### config.mk
export PLATFORM = sky130hd
export DESIGN_NAME = screen_fade_alpha_controller
export DESIGN_NICKNAME = d
export VERILOG_FILES = /design/src/sv/sfac_pkg.sv /design/src/sv/sfac_div.sv /design/src/sv/screen_fade_alpha_controller.sv
export VERILOG_INCLUDE_DIRS = /design/src /design/src/sv
export SDC_FILE = /design/constraint.sdc
export NUM_CORES = 1
export LEC_CHECK = 0
export ABC_AREA = 1
export BUFFER_PORTS_ARGS = -buffer_cell sky130_fd_sc_hd__buf_2
export CORE_MARGIN = 2
export CORE_UTILIZATION = 29
export CTS_BUF_LIST = sky130_fd_sc_hd__clkbuf_4 sky130_fd_sc_hd__clkbuf_8
export CTS_CLUSTER_SIZE = 8
export DETAILED_ROUTE_END_ITERATION = 8
export HOLD_SLACK_MARGIN = 0.02
export PLACE_DENSITY_LB_ADDON = 0.08
export SYNTH_ARGS = -nofsm -noshare
export SYNTH_HDL_FRONTEND = slang
export SYNTH_SLANG_ARGS = --single-unit
export TNS_END_PERCENT = 100
### constraint.sdc
create_clock -name aclk -period 3.9 [get_ports aclk]
set_input_delay 0.195 -clock aclk [delete_from_list [all_inputs] [get_ports aclk]]
set_output_delay 0.195 -clock aclk [all_outputs]
set_load 0.005 [all_outputs]
### src/sv/screen_fade_alpha_controller_defines.svh
// ----------------------------------------------------------------------------
// Screen fade alpha controller: assertion macros
// Concurrent checks sampled on aclk, gated off while aresetn is low.
// ----------------------------------------------------------------------------
`ifndef SCREEN_FADE_ALPHA_CONTROLLER_DEFINES_SVH
`define SCREEN_FADE_ALPHA_CONTROLLER_DEFINES_SVH

// Same-cycle implication.
`define SFAC_ASSERT_IMPLIES(label, ante, cons) \
    label: assert property (@(posedge aclk) disable iff (!aresetn) (ante) |-> (cons)) \
        else $error("sfac assertion failed");

// Next-cycle implication.
`define SFAC_ASSERT_NEXT(label, ante, cons) \
    label: assert property (@(posedge aclk) disable iff (!aresetn) (ante) |=> (cons)) \
        else $error("sfac assertion failed");

`endif

### src/sv/sfac_pkg.sv
// ----------------------------------------------------------------------------
// sfac_pkg
// Shared types and constants of the screen fade alpha controller.
// ----------------------------------------------------------------------------
`default_nettype none

package sfac_pkg;

    localparam int unsigned CNT_W   = 15;
    localparam int unsigned ALPHA_W = 8;
    localparam int unsigned DLY_W   = 16;
    localparam logic [ALPHA_W-1:0] ALPHA_FULL = 8'hFF;
    localparam logic [CNT_W-1:0]   CNT_MAX    = 15'h7FFF;

    typedef enum logic [1:0] {
        MODE_OPAQUE   = 2'd0,
        MODE_CLEAR    = 2'd1,
        MODE_FADE_IN  = 2'd2,
        MODE_FADE_OUT = 2'd3
    } fade_mode_t;

    typedef enum logic [1:0] {
        ACT_TICK     = 2'd0,
        ACT_FADE_IN  = 2'd1,
        ACT_FADE_OUT = 2'd2,
        ACT_STATUS   = 2'd3
    } action_t;

    // divider status toward the sequencer
    typedef struct packed {
        logic busy;
        logic done;
    } div_status_t;

endpackage

`default_nettype wire

### src/sv/sfac_div.sv
// ----------------------------------------------------------------------------
// sfac_div
// Serial restoring divider: (count*255)/length, one quotient bit per cycle.
// ----------------------------------------------------------------------------
`default_nettype none

module sfac_div
    import sfac_pkg::*;
(
    input  wire logic               aclk,
    input  wire logic               aresetn,
    input  wire logic               start,
    input  wire logic [CNT_W-1:0]   count,    // must be below length
    input  wire logic [CNT_W-1:0]   length,
    output logic [ALPHA_W-1:0]      quotient,
    output div_status_t             status
);

    // quotient fits in 8 bits since count < length
    logic [CNT_W+ALPHA_W-1:0] prod;
    logic [CNT_W+1:0]         diff;
    logic                     ge;

    logic [CNT_W-1:0]   rem_reg,  rem_next;
    logic [ALPHA_W-1:0] low_reg,  low_next;
    logic [CNT_W-1:0]   dvs_reg;
    logic [2:0]         step_reg;
    logic               busy_reg;
    logic               done_reg;

    assign prod = {count, {ALPHA_W{1'b0}}} - {{ALPHA_W{1'b0}}, count};
    assign diff = {1'b0, rem_reg, low_reg[ALPHA_W-1]} - {2'b00, dvs_reg};
    assign ge   = ~diff[CNT_W+1];

    always_comb begin
        rem_next = ge ? diff[CNT_W-1:0] : {rem_reg[CNT_W-2:0], low_reg[ALPHA_W-1]};
        low_next = {low_reg[ALPHA_W-2:0], ge};
    end

    always_ff @(posedge aclk) begin
        if (!aresetn) begin
            busy_reg <= 1'b0;
            done_reg <= 1'b0;
            step_reg <= '0;
        end else begin
            done_reg <= 1'b0;
            if (start) begin
                busy_reg <= 1'b1;
                step_reg <= '0;
                rem_reg  <= prod[CNT_W+ALPHA_W-1:ALPHA_W];
                low_reg  <= prod[ALPHA_W-1:0];
                dvs_reg  <= length;
            end else if (busy_reg) begin
                rem_reg  <= rem_next;
                low_reg  <= low_next;
                step_reg <= step_reg + 3'd1;
                if (step_reg == 3'd7) begin
                    busy_reg <= 1'b0;
                    done_reg <= 1'b1;
                end
            end
        end
    end

    assign quotient    = low_reg;
    assign status.busy = busy_reg;
    assign status.done = done_reg;

endmodule

`default_nettype wire

### src/sv/screen_fade_alpha_controller.sv
// A word that needs no ramp division gives its result in the cycle after acceptance.
// A frame tick that does not end a running fade divides count*255 by the fade length in the
// serial divider, 8 steps, and gives its result once the divider reports done.
// A new word is accepted only after the result of the last one has been taken.
// Reset (aresetn low, synchronous): mode opaque, alpha 255, no delayed change pending.
// ----------------------------------------------------------------------------
// screen_fade_alpha_controller
// Overlay fade sequencer: steady/fading modes, delayed status, alpha ramp.
// ----------------------------------------------------------------------------
`default_nettype none
`include "screen_fade_alpha_controller_defines.svh"

module screen_fade_alpha_controller
    import sfac_pkg::*;
(
    input  wire logic        aclk,
    input  wire logic        aresetn,
    // input word
    input  wire logic        s_tvalid,
    output logic             s_tready,
    input  wire logic [31:0] s_tdata,   // [14:0] duration, [15] target_clear, [31:16] delay
    input  wire logic [1:0]  s_tuser,   // [1:0] action
    // result word
    output logic             m_tvalid,
    input  wire logic        m_tready,
    output logic [15:0]      m_tdata    // [7:0] alpha, [8] drawn, [10:9] mode,
                                        // [11] accepted, [15:12] zero
);

    typedef enum logic [1:0] {
        ST_IDLE,
        ST_DIV,
        ST_OUT
    } state_t;

    state_t state_reg;

    // architectural state
    fade_mode_t         mode_reg;
    logic [CNT_W-1:0]   cnt_reg;
    logic [CNT_W-1:0]   len_reg;
    logic               pend_reg;
    logic [DLY_W:0]     dc_reg;      // signed countdown, all ones = nothing pending
    logic [ALPHA_W-1:0] alpha_reg;
    // result flags
    logic               drawn_reg;
    logic               acc_reg;

    // input fields
    action_t            action;
    logic [CNT_W-1:0]   duration;
    logic               target_clear;
    logic [DLY_W-1:0]   delay;
    logic               accept;

    // tick evaluation on the current state
    fade_mode_t         tk_mode;     // mode after delayed change
    logic [DLY_W:0]     tk_dc;
    logic [CNT_W-1:0]   tk_cnt;
    logic               tk_done;     // fade reaches its length this tick
    logic               tk_div;      // needs the ramp division

    logic               div_start;
    logic [ALPHA_W-1:0] div_q;
    div_status_t        div_stat;
    logic [ALPHA_W-1:0] ramp_alpha;

    assign action       = action_t'(s_tuser);
    assign duration     = s_tdata[14:0];
    assign target_clear = s_tdata[15];
    assign delay        = s_tdata[31:16];

    assign s_tready = (state_reg == ST_IDLE);
    assign accept   = s_tvalid && s_tready;

    always_comb begin
        tk_mode = mode_reg;
        tk_dc   = dc_reg;
        if (!dc_reg[DLY_W]) begin
            if (dc_reg == '0) begin
                tk_mode = fade_mode_t'({1'b0, pend_reg});
            end
            tk_dc = dc_reg - 1'b1;
        end
        tk_cnt  = (cnt_reg < CNT_MAX) ? cnt_reg + 1'b1 : cnt_reg;
        // length zero lands here too: count >= 0 always
        tk_done = (tk_cnt >= len_reg);
        tk_div  = tk_mode[1] && !tk_done;
    end

    assign div_start = accept && (action == ACT_TICK) && tk_div;

    sfac_div u_div (
        .aclk     (aclk),
        .aresetn  (aresetn),
        .start    (div_start),
        .count    (tk_cnt),
        .length   (len_reg),
        .quotient (div_q),
        .status   (div_stat)
    );

    // fading in runs the ramp downward
    assign ramp_alpha = (mode_reg == MODE_FADE_IN) ? ALPHA_FULL - div_q : div_q;

    always_ff @(posedge aclk) begin
        if (!aresetn) begin
            state_reg <= ST_IDLE;
            mode_reg  <= MODE_OPAQUE;
            cnt_reg   <= '0;
            len_reg   <= '0;
            pend_reg  <= 1'b0;
            dc_reg    <= '1;
            alpha_reg <= ALPHA_FULL;
            drawn_reg <= 1'b0;
            acc_reg   <= 1'b0;
        end else begin
            case (state_reg)
                ST_IDLE: begin
                    if (accept) begin
                        drawn_reg <= 1'b0;
                        acc_reg   <= 1'b0;
                        state_reg <= ST_OUT;
                        case (action)
                            ACT_TICK: begin
                                dc_reg   <= tk_dc;
                                mode_reg <= tk_mode;
                                case (tk_mode)
                                    MODE_CLEAR: begin
                                        drawn_reg <= 1'b0;
                                    end
                                    MODE_OPAQUE: begin
                                        alpha_reg <= ALPHA_FULL;
                                        drawn_reg <= 1'b1;
                                    end
                                    default: begin
                                        cnt_reg <= tk_cnt;
                                        if (tk_done) begin
                                            // fade in ends clear at 0, fade out opaque at 255
                                            if (tk_mode == MODE_FADE_IN) begin
                                                alpha_reg <= '0;
                                                drawn_reg <= 1'b0;
                                                mode_reg  <= MODE_CLEAR;
                                            end else begin
                                                alpha_reg <= ALPHA_FULL;
                                                drawn_reg <= 1'b1;
                                                mode_reg  <= MODE_OPAQUE;
                                            end
                                        end else begin
                                            state_reg <= ST_DIV;
                                        end
                                    end
                                endcase
                            end
                            ACT_FADE_IN: begin
                                if (mode_reg == MODE_OPAQUE) begin
                                    mode_reg <= MODE_FADE_IN;
                                    cnt_reg  <= '0;
                                    len_reg  <= duration;
                                    acc_reg  <= 1'b1;
                                end
                            end
                            ACT_FADE_OUT: begin
                                if (mode_reg == MODE_CLEAR) begin
                                    mode_reg <= MODE_FADE_OUT;
                                    cnt_reg  <= '0;
                                    len_reg  <= duration;
                                    acc_reg  <= 1'b1;
                                end
                            end
                            default: begin
                                pend_reg <= target_clear;
                                if (delay != '0) begin
                                    dc_reg <= {1'b0, delay};
                                end else begin
                                    mode_reg <= fade_mode_t'({1'b0, target_clear});
                                    dc_reg   <= '0;
                                end
                            end
                        endcase
                    end
                end
                ST_DIV: begin
                    if (div_stat.done) begin
                        alpha_reg <= ramp_alpha;
                        drawn_reg <= (ramp_alpha != '0);
                        state_reg <= ST_OUT;
                    end
                end
                ST_OUT: begin
                    if (m_tready) begin
                        state_reg <= ST_IDLE;
                    end
                end
                default: begin
                    state_reg <= ST_IDLE;
                end
            endcase
        end
    end

    assign m_tvalid = (state_reg == ST_OUT);
    assign m_tdata  = {4'b0000, acc_reg, mode_reg, drawn_reg, alpha_reg};

    // input and output sides never open together
    `SFAC_ASSERT_IMPLIES(a_one_side, s_tready, !m_tvalid)
    // divider finishes only while the sequencer waits for it
    `SFAC_ASSERT_IMPLIES(a_div_done_in_div, div_stat.done, state_reg == ST_DIV)
    // a ramp tick leaves the divider running
    `SFAC_ASSERT_NEXT(a_div_started, div_start, div_stat.busy && state_reg == ST_DIV)
    // an accepted start always reports a fading mode
    `SFAC_ASSERT_IMPLIES(a_acc_fading, m_tvalid && m_tdata[11], m_tdata[10])
    // a drawn box is never fully transparent
    `SFAC_ASSERT_IMPLIES(a_drawn_alpha, m_tvalid && m_tdata[8], m_tdata[7:0] != 8'd0)

endmodule

`default_nettype wire
==> out/results.ini <==
[outcome]
status = complete, no violations

[clocking]
clk_pin_slew_ns = 0.11
post_cts_buffers = 0
cts_tree = done
numCtsBuffers = 9
htree_num_levels = 3
insertion_delay_ns = 0.40
clock-sinks = 105
root_buffer = clkbuf_8
clockBufferDepth = 2

[pwr]
power_mw = 2.63
ir_drop_mv = 0.196
p_leak_nw = 3.71
power.density_nw_per_um2 = 315

[critical_path]
cp_slowest_cell = dfxtp_1
startpoint_type = flop
crit_path_end_kind = flop
cpPeakStageDelay_ns = 0.46
path_max_fanout = 23
reg2reg_slack_ns = 0.44
rr_worst_depth = 20
arrival_ns = 3.55
crit_type = reg -> reg
worst_path_most_repeated_cell = nand2_1
required_ns = 3.98
crit_chain = nand2_1 -> nor2_2 -> nand3_2 -> nor2_2 -> a31oi_1 -> nor3_2 -> inv_1 -> ha_1 -> nand3_1 -> nand2_1 -> inv_1 -> nand2_1 -> a21oi_2 -> nand3_2 -> nor2_2 -> nand2_2 -> nor2_4 -> nand2_1 -> nand2_1 -> buf_6

[yosys]
synth_warnings = 0
synth_area_um2 = 7470
synth.area.mux_share_pct = 0.268
avgSynthCellArea_um2 = 6.98
synth_top_family_by_area = simple AND/OR/NAND/NOR gates
ys_seq_elements = 105
netlist_instances = 1071
synthSimpleGateAreaFrac_pct = 31.5
ys_seq_area_share_pct = 33.2
synthAdderAreaFrac_pct = 5.46
synthDistinctLibCells = 51
synth_xor_area_share_pct = 3.98
synth_compound_area_share_pct = 16.0

[floorplanning]
die_area_um2 = 27100
core_area_um2 = 25300
die_h_um = 165
start_util_pct = 29.6
fp.dieW_um = 165
rows = 58
boundaryPins = 56

[cells_and_area]
fin_cells = 1458
layout_common_cells = 256 x nand2_1, 132 x inv_1, 90 x nor2_1, 77 x a21oi_1, 73 x o21ai_0
largest_reg_flops = 17
diodes = 0
nets = 1193
area_growth_pct = 11.8
drive_gt1_share_pct = 13.5
final_common_cell = nand2_1

[sta]
max_freq_mhz = 289
hold_violations = 0
drv_slew = 0
fin_crit_ns = 3.46
slew_headroom_pct = 45.0
fin_crit_sh_pct = 88.8
finClkSkew_ns = 0.0194
setup_viol_count_final = 0
rsz0062_at_grt = no
worst_pin_slew_ns = 0.821
final.setup.tns_ns = 0

[global_route]
grt_antenna_before_repair = 0
grt_util_all_layers_pct = 16.7
grt_max_degree = 37
grt_pass1_wl_um = 35700
grt_overflow = 0
grt_pass1_vias = 6805

[place]
dp_cells = 1442
gp_congestion = 0.830
io_buffers = 51
place_hpwl_um = 17200

[routing]
drc = 0
ant_nets = 0
wl_per_cell_um = 14.9
avgViaCountPerCell = 4.74
vias = 6915
wirelength_um = 21700
first_pass_iters = 5
drt_iter0_drc = 372

[hold_path]
min_path_cells = 3
hp-class = in -> reg

[flow_run]
cap_violations = 0

-- repair_timing --
action | in CTS | in global routing
setup endpoints to repair | 0 | 38
gates resized for setup | 0 | 4
hold buffers | 0 | 0
-- cells in the mapped netlist, drive strengths merged --
| cell type | n | share of area [%] |
|---|---|---|
| buf | 11 | 1.3 |
| ha | 31 | 5.2 |
| dfxtp | 67 | 18 |
| o41ai | 1 | 0.12 |
| fa | 1 | 0.27 |
| edfxtp | 38 | 15 |
| nand3 | 76 | 6.0 |
| conb | 1 | 0.050 |
| a31o | 2 | 0.23 |
| o21bai | 3 | 0.30 |
| or2 | 4 | 0.33 |
| o31ai | 3 | 0.30 |
| nand2 | 272 | 15 |
| a211oi | 12 | 1.2 |
| o21a | 3 | 0.30 |
| clkinv | 2 | 0.10 |
| xnor2 | 14 | 1.6 |
| o221ai | 1 | 0.12 |
| inv | 141 | 7.1 |
| nand3b | 2 | 0.20 |
| o21ai | 91 | 6.1 |
| o22ai | 1 | 0.084 |
| a31oi | 5 | 0.42 |
| o211ai | 7 | 0.70 |
| a32oi | 2 | 0.23 |
| nor3 | 23 | 1.7 |
| nor4 | 5 | 0.50 |
| nand4 | 23 | 1.9 |
| a32o | 1 | 0.13 |
| clkbuf | 22 | 1.1 |
| o311ai | 3 | 0.35 |
| a21oi | 79 | 5.4 |
| xor2 | 17 | 2.3 |
| mux2i | 2 | 0.27 |
| nor2 | 105 | 6.0 |
-- routing by layer --
layer / share of wire [%] / vias up / global-route usage [%]
met3: 2.3 / 11 / 2.24
li1: - / 3656 / -
met4: 0.95 / 0 / 3.08
met2: 45 / 69 / 27.1
met5: 0 / - / 0
met1: 51 / 3179 / 23.8
-- final timing paths --
path | from | to
worst max register to register | cnt_reg[2]$_SDFFE_PN0P_ | u_div.rem_reg[10]$_DFFE_PP_
worst max-delay path | cnt_reg[2]$_SDFFE_PN0P_ | u_div.rem_reg[10]$_DFFE_PP_
worst min register to register | len_reg[6]$_SDFFE_PN0P_ | u_div.dvs_reg[6]$_DFFE_PP_
worst min-delay path | s_tdata[0] | len_reg[0]$_SDFFE_PN0P_
-- metrics by stage --
stage	instance area, um2	hold slack, ns	worst slack (ns)	utilization, %
after floorplan	7480	0.330	0.373	-
after global placement	8130	0.422	0.273	32.2
after detailed placement	8130	0.427	0.210	32.2
after CTS	8330	0.0443	0.187	33.0
after global routing	8350	0.0788	0.0451	33.1
final	8350	0.0659	0.436	33.1
-- layout make-up --
class,instances,area (um2)
flip-flops and latches,105,2480
fillers,2845,16900
well taps,330,413
clock inverters,7,82.6
repair buffers,71,409
clock buffers,9,124
inverters,143,541
multi-input cells,793,4300
-- power breakdown --
group | switching (mW) | internal [mW] | total [mW]
sequential | 0.0452 | 1.18 | 1.23
combinational | 0.432 | 0.226 | 0.658
clock | 0.435 | 0.310 | 0.745
-- logic make-up after synthesis --
| logic type | Yosys count |
|---|---|
| simple gates | 510 |
| compound gates | 214 |
| buf+inv | 176 |
| flops | 105 |
| fa+ha+maj | 32 |
| xor+xnor | 31 |
| mux | 2 |
| other cells | 1 |
-- critical path: cells and delay by family, from the launching register on --
family          cells  cell delay (ns)
compound gates      2             0.33
fa+ha+maj           1             0.32
buf+inv             3             0.36
flops               1             0.46
simple gates       14             1.67
Power figures use the tool's default switching activity.
